===== src/hdl/zbp_pkg.sv =====
package zbp_pkg;

  // Opcodes and prefixes that the predecoder recognizes.
  localparam logic [7:0] OpCall     = 8'hCD;
  localparam logic [7:0] OpJp       = 8'hC3;
  localparam logic [7:0] PrefixEd   = 8'hED;
  localparam logic [7:0] PrefixDd   = 8'hDD;
  localparam logic [7:0] PrefixFd   = 8'hFD;
  localparam logic [7:0] OpDjnz     = 8'h10;
  localparam logic [7:0] OpJr       = 8'h18;
  localparam logic [7:0] OpJrNz     = 8'h20;
  localparam logic [7:0] OpJrZ      = 8'h28;
  localparam logic [7:0] OpJrNc     = 8'h30;
  localparam logic [7:0] OpJrC      = 8'h38;
  localparam logic [7:0] OpJpHl     = 8'hE9;
  localparam logic [7:0] OpRet      = 8'hC9;
  localparam logic [7:0] OpRetZ     = 8'hC8;
  localparam logic [7:0] OpRetC     = 8'hD8;
  localparam logic [7:0] OpRetPe    = 8'hE8;
  localparam logic [7:0] OpRetM     = 8'hF8;
  localparam logic [7:0] OpLdNnHl   = 8'h22;
  localparam logic [7:0] OpLdNnA    = 8'h32;
  localparam logic [7:0] OpLdHlNn   = 8'h2A;
  localparam logic [7:0] OpLdANn    = 8'h3A;
  localparam logic [7:0] OpLdBcImm  = 8'h01;
  localparam logic [7:0] OpLdDeImm  = 8'h11;
  localparam logic [7:0] OpLdHlImm  = 8'h21;

  // Opcode group masks and patterns.
  localparam logic [7:0] GroupMask    = 8'hC7;
  localparam logic [7:0] GroupRst     = 8'hC7;
  localparam logic [7:0] GroupCallCc  = 8'hC4;
  localparam logic [7:0] GroupJpCc    = 8'hC2;
  localparam logic [7:0] GroupEdRet   = 8'h45;
  localparam logic [7:0] GroupEdLdMem = 8'h43;
  localparam logic [7:0] RstVecMask   = 8'h38;

  // One request: program counter and the first four instruction bytes.
  typedef struct packed {
    logic [15:0] pc;
    logic [7:0]  byte0;
    logic [7:0]  byte1;
    logic [7:0]  byte2;
    logic [7:0]  byte3;
  } req_t;

  // One predecode result.
  typedef struct packed {
    logic        is_jump;
    logic [15:0] jump_target;
    logic        is_call;
    logic        is_stop;
    logic        has_pointer_ref;
    logic [15:0] pointer_ref_addr;
    logic        has_indirection;
    logic [15:0] indirection_addr;
  } rsp_t;

endpackage


===== src/hdl/z80_branch_pointer_predecode.sv =====
// Z80 branch and pointer predecoder.
// A request taken with start passes through the input register, then decode logic
// into the result register, whose valid bit drives the result strobe done_o.
// Throughput: one request per cycle; busy is always low and the receiver cannot stall.
// Reset clears the valid pipeline and sets the CPU-type register to Z80.
module z80_branch_pointer_predecode (
  input  logic             clk_i,
  input  logic             rst_ni,
  input  logic             start,
  output logic             busy,
  input  zbp_pkg::req_t    req_i,
  input  logic             cfg_we_i,
  input  logic             cfg_wdata_i,
  output logic             done_o,
  output zbp_pkg::rsp_t    rsp_o
);

  logic          cpu_is_z80_q;
  logic          in_valid_q;
  zbp_pkg::req_t in_q;
  logic          out_valid_q;
  zbp_pkg::rsp_t rsp_d;
  zbp_pkg::rsp_t rsp_q;

  // The pipeline never holds a request off.
  assign busy = 1'b0;

  // CPU-type configuration register.
  always_ff @(posedge clk_i or negedge rst_ni) begin
    if (!rst_ni) begin
      cpu_is_z80_q <= 1'b1;
    end else if (cfg_we_i) begin
      cpu_is_z80_q <= cfg_wdata_i;
    end
  end

  // Input register stage.
  always_ff @(posedge clk_i or negedge rst_ni) begin
    if (!rst_ni) begin
      in_valid_q <= 1'b0;
    end else begin
      in_valid_q <= start;
    end
  end

  always_ff @(posedge clk_i) begin
    if (start) begin
      in_q <= req_i;
    end
  end

  // Decode of the registered request.
  always_comb begin
    logic [7:0]  b0;
    logic [7:0]  b1;
    logic [15:0] w12;
    logic [15:0] w23;
    logic        idx;
    logic        is_rst;
    logic        call;
    logic        jp;
    logic        rel;
    logic        ind;
    logic [15:0] ind_addr;

    b0     = in_q.byte0;
    b1     = in_q.byte1;
    w12    = {in_q.byte2, in_q.byte1};
    w23    = {in_q.byte3, in_q.byte2};
    idx    = (b0 == zbp_pkg::PrefixDd) || (b0 == zbp_pkg::PrefixFd);
    is_rst = (b0 & zbp_pkg::GroupMask) == zbp_pkg::GroupRst;
    call   = (b0 == zbp_pkg::OpCall) || is_rst ||
             ((b0 & zbp_pkg::GroupMask) == zbp_pkg::GroupCallCc);
    jp     = (b0 == zbp_pkg::OpJp) || ((b0 & zbp_pkg::GroupMask) == zbp_pkg::GroupJpCc);
    rel    = (b0 == zbp_pkg::OpDjnz) || (b0 == zbp_pkg::OpJr) ||
             (b0 == zbp_pkg::OpJrNz) || (b0 == zbp_pkg::OpJrZ) ||
             (b0 == zbp_pkg::OpJrNc) || (b0 == zbp_pkg::OpJrC);

    rsp_d = '0;

    // Branch target: RST vector, absolute operand or relative displacement.
    priority if (is_rst) begin
      rsp_d.is_jump     = 1'b1;
      rsp_d.jump_target = {8'h00, b0 & zbp_pkg::RstVecMask};
    end else if (call || jp) begin
      rsp_d.is_jump     = 1'b1;
      rsp_d.jump_target = w12;
    end else if (rel) begin
      rsp_d.is_jump     = 1'b1;
      rsp_d.jump_target = in_q.pc + 16'd2 + {{8{b1[7]}}, b1};
    end else begin
      rsp_d.is_jump     = 1'b0;
    end

    rsp_d.is_call = call;

    // Instructions that end linear tracing.
    rsp_d.is_stop = call || (b0 == zbp_pkg::OpRetZ) || (b0 == zbp_pkg::OpRet) ||
                    (b0 == zbp_pkg::OpRetC) || (b0 == zbp_pkg::OpRetPe) ||
                    (b0 == zbp_pkg::OpRetM) || (b0 == zbp_pkg::OpJp) ||
                    (b0 == zbp_pkg::OpJpHl) || (b0 == zbp_pkg::OpJr) ||
                    ((b0 == zbp_pkg::PrefixEd) &&
                     ((b1 & zbp_pkg::GroupMask) == zbp_pkg::GroupEdRet)) ||
                    (idx && (b1 == zbp_pkg::OpJpHl));

    // Loads and stores through an absolute address.
    ind      = 1'b0;
    ind_addr = '0;
    priority if ((b0 == zbp_pkg::OpLdNnHl) || (b0 == zbp_pkg::OpLdNnA) ||
                 (b0 == zbp_pkg::OpLdHlNn) || (b0 == zbp_pkg::OpLdANn)) begin
      ind      = 1'b1;
      ind_addr = w12;
    end else if ((b0 == zbp_pkg::PrefixEd) &&
                 ((b1 & zbp_pkg::GroupMask) == zbp_pkg::GroupEdLdMem)) begin
      ind      = 1'b1;
      ind_addr = w23;
    end else if (idx && ((b1 == zbp_pkg::OpLdNnHl) || (b1 == zbp_pkg::OpLdHlNn))) begin
      ind      = 1'b1;
      ind_addr = w23;
    end else begin
      ind      = 1'b0;
    end
    rsp_d.has_indirection  = ind;
    rsp_d.indirection_addr = ind_addr;

    // Pointer reference: indirect address first, then 16-bit immediates.
    priority if (ind) begin
      rsp_d.has_pointer_ref  = 1'b1;
      rsp_d.pointer_ref_addr = ind_addr;
    end else if ((b0 == zbp_pkg::OpLdBcImm) || (b0 == zbp_pkg::OpLdDeImm) ||
                 (b0 == zbp_pkg::OpLdHlImm)) begin
      rsp_d.has_pointer_ref  = 1'b1;
      rsp_d.pointer_ref_addr = w12;
    end else if (idx && (b1 == zbp_pkg::OpLdHlImm)) begin
      rsp_d.has_pointer_ref  = 1'b1;
      rsp_d.pointer_ref_addr = w23;
    end else begin
      rsp_d.has_pointer_ref  = 1'b0;
    end

    // Another CPU type reports nothing.
    if (!cpu_is_z80_q) begin
      rsp_d = '0;
    end
  end

  // Result register stage.
  always_ff @(posedge clk_i or negedge rst_ni) begin
    if (!rst_ni) begin
      out_valid_q <= 1'b0;
    end else begin
      out_valid_q <= in_valid_q;
    end
  end

  always_ff @(posedge clk_i) begin
    if (in_valid_q) begin
      rsp_q <= rsp_d;
    end
  end

  assign done_o = out_valid_q;
  assign rsp_o  = rsp_q;

`ifndef NO_ASSERTIONS
  // Every accepted request gives a result strobe after the input and result registers.
  assert property (@(posedge clk_i) disable iff (!rst_ni)
    start && !busy |-> ##2 done_o)
    else $error("accepted request produced no result");

  // A result without the jump flag carries a zero target.
  assert property (@(posedge clk_i) disable iff (!rst_ni)
    done_o && !rsp_o.is_jump |-> rsp_o.jump_target == 16'h0000)
    else $error("jump target set without jump");

  // An indirect access is also the pointer reference, with the same address.
  assert property (@(posedge clk_i) disable iff (!rst_ni)
    done_o && rsp_o.has_indirection |->
      rsp_o.has_pointer_ref && (rsp_o.pointer_ref_addr == rsp_o.indirection_addr))
    else $error("indirection not reported as pointer reference");

  // Calls always branch and end tracing.
  assert property (@(posedge clk_i) disable iff (!rst_ni)
    done_o && rsp_o.is_call |-> rsp_o.is_jump && rsp_o.is_stop)
    else $error("call without jump or stop");
`endif

endmodule

===== config.mk =====
export PLATFORM = sky130hd
export DESIGN_NAME = z80_branch_pointer_predecode
export DESIGN_NICKNAME = d
export VERILOG_FILES = /design/src/hdl/zbp_pkg.sv /design/src/hdl/z80_branch_pointer_predecode.sv
export SDC_FILE = /design/constraint.sdc
export NUM_CORES = 1
export LEC_CHECK = 0
export BUFFER_PORTS_ARGS = -buffer_cell sky130_fd_sc_hd__clkbuf_2
export CAP_MARGIN = 20
export CORE_UTILIZATION = 54
export DETAILED_ROUTE_END_ITERATION = 7
export PLACE_DENSITY = 0.79
export SLEW_MARGIN = 40
export SYNTH_ARGS = -nofsm -noshare
export SYNTH_HDL_FRONTEND = slang
export SYNTH_SLANG_ARGS = --single-unit

===== constraint.sdc =====
create_clock -name clk_i -period 8.1 [get_ports clk_i]
set_input_delay 1.62 -clock clk_i [delete_from_list [all_inputs] [get_ports clk_i]]
set_output_delay 1.62 -clock clk_i [all_outputs]
set_load 0.01 [all_outputs]

==> run summary <==
========================================================================================================
Number of pins exceeding their max-slew limit in the final report .........................            0
Clock Tree Buf Depth ......................................................................            2
Number of endpoints with negative hold slack in the final report ..........................            0
Diodes inserted ...........................................................................            0
Area leader, netlist ...................................................................... sky130_fd_sc_hd__edfxtp_1
Initial antenna violation count ...........................................................            0
Cell area reported after detailed placement ............................................... 0.00557 mm^2
Starting utilization of the core area .....................................................        56.6%
Main combinational cell family by area after synthesis .................................... compound AO/OA/AOI/OAI gates
Quantity of hold-fixing buffers added after cts ...........................................            0
Root Driver ............................................................................... sky130_fd_sc_hd__clkbuf_8
Portion of the post-synthesis area used by sequential elements ............................        62.4%
Post-synth design cell area ............................................................... 0.00498 mm^2
Total net switching power .................................................................       316 uW
Worst stage delay on the critical path ....................................................      0.77 ns
Number of global-route vias before repair .................................................         3331
RSZ-0062 raised after global routing ......................................................        false
Highest-delay cell along the critical path ................................................ sky130_fd_sc_hd__edfxtp_1
Synthesis-stage register bit count ........................................................          104
Maximum resistive drop on vdd .............................................................     0.120 mV
Post-synth EDFFs ..........................................................................          101
Largest fanout on the critical path .......................................................           16
Cts bufs inserted .........................................................................            9
Share of synthesized cell area in and, or, nand and nor gates .............................        11.6%
Switching portion of total power ..........................................................        27.1%
Run status ................................................................................ complete, but fails checks
Wire length on met3 .......................................................................       718 um
Clock latency on the worst-skew pair ......................................................      0.37 ns
Compound-gate portion of the synthesized area .............................................        13.1%
Antenna-violating nets left ...............................................................            0
Drt drc ...................................................................................            8
Combinational share of power ..............................................................        14.6%
RD Place Congestion .......................................................................        0.880
Post-CTS clock slew at the launch and capture registers of the worst setup and hold paths .      0.10 ns
Count of placed standard cells in the final layout, fillers left out ......................          603
Violated checks ...........................................................................          DRC
Core ar. .................................................................................. 0.00881 mm^2
Global-route wire length before repair ....................................................     16000 um
Layout net count ..........................................................................          573
Final std cell area, no fill .............................................................. 0.00578 mm^2
Final setup violating endpoints ...........................................................            0
Worst Setup Slack, final ..................................................................      5.12 ns
Number of buffers inserted by post-CTS setup repair .......................................            0
Skew final ................................................................................    0.0107 ns
Synthesized instance count ................................................................          389
Flop pwr share ............................................................................        56.8%
Element type at the critical path start ...................................................         flop
# port buffers ............................................................................          106
Total I/O pin count .......................................................................          108
Worst slew margin relative to its limit ...................................................        45.8%
Highest signal layer in the routed design .................................................         met4
Number of DRC markers after the initial detailed-route iteration ..........................          152
Area share of the largest cell type after synthesis .......................................        60.9%
DP HPWL ...................................................................................      7200 um
Synthesized-area fraction occupied by adder cells .........................................        7.68%
Worst min path class ...................................................................... flop to flop
Clock network fraction of design power ....................................................        28.6%
Post-cts resize count .....................................................................            0
Met2 routed WL ............................................................................      4810 um
Fraction of final layout cells with drive strength greater than 1 .........................        26.3%
Multiplexer fraction of the synthesized cell area .........................................       0.226%
Worst path arrival time ...................................................................      3.11 ns
Wire per inst .............................................................................      16.8 um
CTS HTree Levels ..........................................................................            3
Clk sinks .................................................................................          104
Worst setup EP type .......................................................................         flop
FFs w/ async S/R, synth ...................................................................        2.88%
Count of distinct cell types in the synthesized netlist ...................................           55
Sum of overflow across all layers after global routing ....................................            0
Tightest Pin Transition ...................................................................     0.807 ns
Placed cell count .........................................................................          587
Max-capacitance violation count ...........................................................            0
Int Pwr ...................................................................................       851 uW
Height of the die .........................................................................      98.1 um
Maximum number of pins on one net before global-route repair ..............................           55
Post-synthesis net count ..................................................................          472
Synth warn ................................................................................            0
Mean post-synth cell area .................................................................    12.8 um^2
Die Area .................................................................................. 0.00961 mm^2
Pre-CTS WS ................................................................................      5.19 ns
Crit path cell chain ...................................................................... ha_1, ha_1, a21oi_1, o211ai_1, o21ai_1, a21oi_1, or3_1, a32o_1
Layout overhead on the synthesized area ...................................................        16.0%
First-pass iteration count of the detailed router .........................................            7
Overall Global Routing Usage ..............................................................        21.9%
Worst Path Required .......................................................................      8.23 ns
Die Width .................................................................................      98.1 um
Peak Freq .................................................................................      336 MHz
Total negative slack ......................................................................         0 ns
Power per Cell Area .......................................................................  202 mW/mm^2
Fin crit period ...........................................................................      2.98 ns
Post-detailed-routing wire length .........................................................     10100 um
Clock tree from TritonCTS .................................................................          yes
Cell types with the largest area share after synthesis .................................... sky130_fd_sc_hd__edfxtp_1, sky130_fd_sc_hd__ha_1, sky130_fd_sc_hd__nand2_1, sky130_fd_sc_hd__a21oi_1, sky130_fd_sc_hd__a22oi_1
Leak pwr ..................................................................................      2.35 nW
FP Rows ...................................................................................           34
Type of the worst setup path .............................................................. flop to flop
M1 WL .....................................................................................      4320 um
Part of the cycle the worst path needs ....................................................        36.8%
Commonest register cell after synthesis ................................................... sky130_fd_sc_hd__edfxtp_1
Via Count .................................................................................         3455
Via/cell ratio ............................................................................         5.73
Xor and xnor area share after synthesis ...................................................        2.11%
========================================================================================================
## worst paths after layout
path / start / end / slack [ns] / depth (start not counted)
worst max-delay path: in_q[23]$_DFFE_PP_ / rsp_o[51]$_SDFFCE_PP0P_ / 5.12 / 8
worst min-delay path: in_q[7]$_DFFE_PP_ / rsp_o[32]$_SDFFCE_PN0P_ / 0.57 / 1
worst max register to register: in_q[23]$_DFFE_PP_ / rsp_o[51]$_SDFFCE_PP0P_ / 5.12 / 8
worst min register to register: in_q[7]$_DFFE_PP_ / rsp_o[32]$_SDFFCE_PN0P_ / 0.57 / 1
max in group asynchronous: rst_ni / cpu_is_z80_q$_DFFE_PN1P_ / 6.89 / 1
min in group asynchronous: rst_ni / in_valid_q$_DFF_PN0_ / 1.02 / 1
## metal layers
metal	vias up	track usage, %
met4	0	12.1
met5	-	0
met2	157	35.1
met1	1601	28.4
li1	1674	-
met3	23	3.87
## sequential cells by signal, summed over array words and instances (netlist names)
| signal | count |
|---|---|
| in_q | 48 |
| cpu_is_z80_q | 1 |
| done_o | 1 |
| in_valid_q | 1 |
| rsp_o | 53 |
## power groups by stage
stage / Combinational, mW / Sequential [mW] / Clock (mW)
after CTS: 0.169 / 0.662 / 0.340
after global placement: 0.164 / 0.673 / 0
after detailed placement: 0.168 / 0.675 / 0
after floorplan: 0.115 / 0.665 / 0
final: 0.170 / 0.663 / 0.334
after global routing: 0.189 / 0.667 / 0.361
## layout make-up
cell class	count	area (um^2)
Timing Repair Buffer	107	541
Tap cell	108	135
Multi-Input combinational cell	255	1730
Clock buffer	9	124
Clock inverter	7	88.8
Sequential cell	104	3110
Inverter	13	48.8
Fill cell	654	3020
## cell usage in the layout (no fill, tap or decap), types with 4 or more instances in the layout
master	count
sky130_fd_sc_hd__a22oi_1	15
sky130_fd_sc_hd__nor3_1	4
sky130_fd_sc_hd__xnor2_1	9
sky130_fd_sc_hd__edfxtp_1	101
sky130_fd_sc_hd__nand4_1	4
sky130_fd_sc_hd__a21oi_1	32
sky130_fd_sc_hd__inv_1	13
sky130_fd_sc_hd__clkbuf_8	9
sky130_fd_sc_hd__nor2_1	15
sky130_fd_sc_hd__nor2b_1	14
sky130_fd_sc_hd__nand3_1	6
sky130_fd_sc_hd__clkbuf_2	105
sky130_fd_sc_hd__a31oi_1	4
sky130_fd_sc_hd__nand2_1	44
sky130_fd_sc_hd__ha_1	29
sky130_fd_sc_hd__nor3b_1	4
sky130_fd_sc_hd__a22o_1	11
sky130_fd_sc_hd__o21ai_1	4
sky130_fd_sc_hd__o21ai_0	8
## logic make-up after synthesis
group                    after synthesis
adder cells (fa/ha/maj)               30
AO/OA/AOI/OAI                         97
buffers and inverters                 30
multiplexers                           1
XOR/XNOR                              12
other                                  1
flip-flops                           104
AND/OR/NAND/NOR                      114
## synthesized netlist by cell type, types with 2 or more instances
master	number
sky130_fd_sc_hd__a221oi_1	2
sky130_fd_sc_hd__inv_1	13
sky130_fd_sc_hd__nand2_1	44
sky130_fd_sc_hd__buf_6	2
sky130_fd_sc_hd__xnor2_1	9
sky130_fd_sc_hd__a211oi_1	2
sky130_fd_sc_hd__nor2_1	15
sky130_fd_sc_hd__or2_1	3
sky130_fd_sc_hd__nor3_1	4
sky130_fd_sc_hd__nand4_1	4
sky130_fd_sc_hd__xor2_1	3
sky130_fd_sc_hd__or3_1	3
sky130_fd_sc_hd__nor3b_1	4
sky130_fd_sc_hd__a31oi_1	4
sky130_fd_sc_hd__o21ai_1	4
sky130_fd_sc_hd__ha_1	29
sky130_fd_sc_hd__clkbuf_1	8
sky130_fd_sc_hd__nor2b_1	14
sky130_fd_sc_hd__dfrtp_1	2
sky130_fd_sc_hd__o21ai_0	8
sky130_fd_sc_hd__nand2b_1	3
sky130_fd_sc_hd__o21a_1	2
sky130_fd_sc_hd__and3_1	3
sky130_fd_sc_hd__and2_1	2
sky130_fd_sc_hd__a32o_1	2
sky130_fd_sc_hd__a21oi_1	32
sky130_fd_sc_hd__o211ai_1	3
sky130_fd_sc_hd__edfxtp_1	101
sky130_fd_sc_hd__buf_2	5
sky130_fd_sc_hd__buf_4	2
sky130_fd_sc_hd__a22oi_1	15
sky130_fd_sc_hd__nand3b_1	2
sky130_fd_sc_hd__a21o_1	3
sky130_fd_sc_hd__nand3_1	6
sky130_fd_sc_hd__a22o_1	11
## per-stage QoR
| stage | util [%] | total power, mW | hold slack, ns |
|---|---|---|---|
| 2_1_floorplan | - | 0.780 | 0.537 |
| 3_3_place_gp | 63.2 | 0.837 | 0.553 |
| 5_1_grt | 65.7 | 1.22 | 0.602 |
| 6_report | 65.7 | 1.17 | 0.572 |
| 3_5_place_dp | 63.2 | 0.842 | 0.548 |
| 4_1_cts | 65.7 | 1.17 | 0.569 |
## worst max-delay path: cells and delay by family, from the launching register on
| kind | cells | cell delay (ns) |
|---|---|---|
| AOI/OAI and AO/OA | 5 | 0.93 |
| adders and majority gates | 2 | 0.71 |
| DFF | 1 | 0.77 |
| and+or+nand+nor | 1 | 0.31 |
No activity file was read; power rests on OpenSTA's default activity.
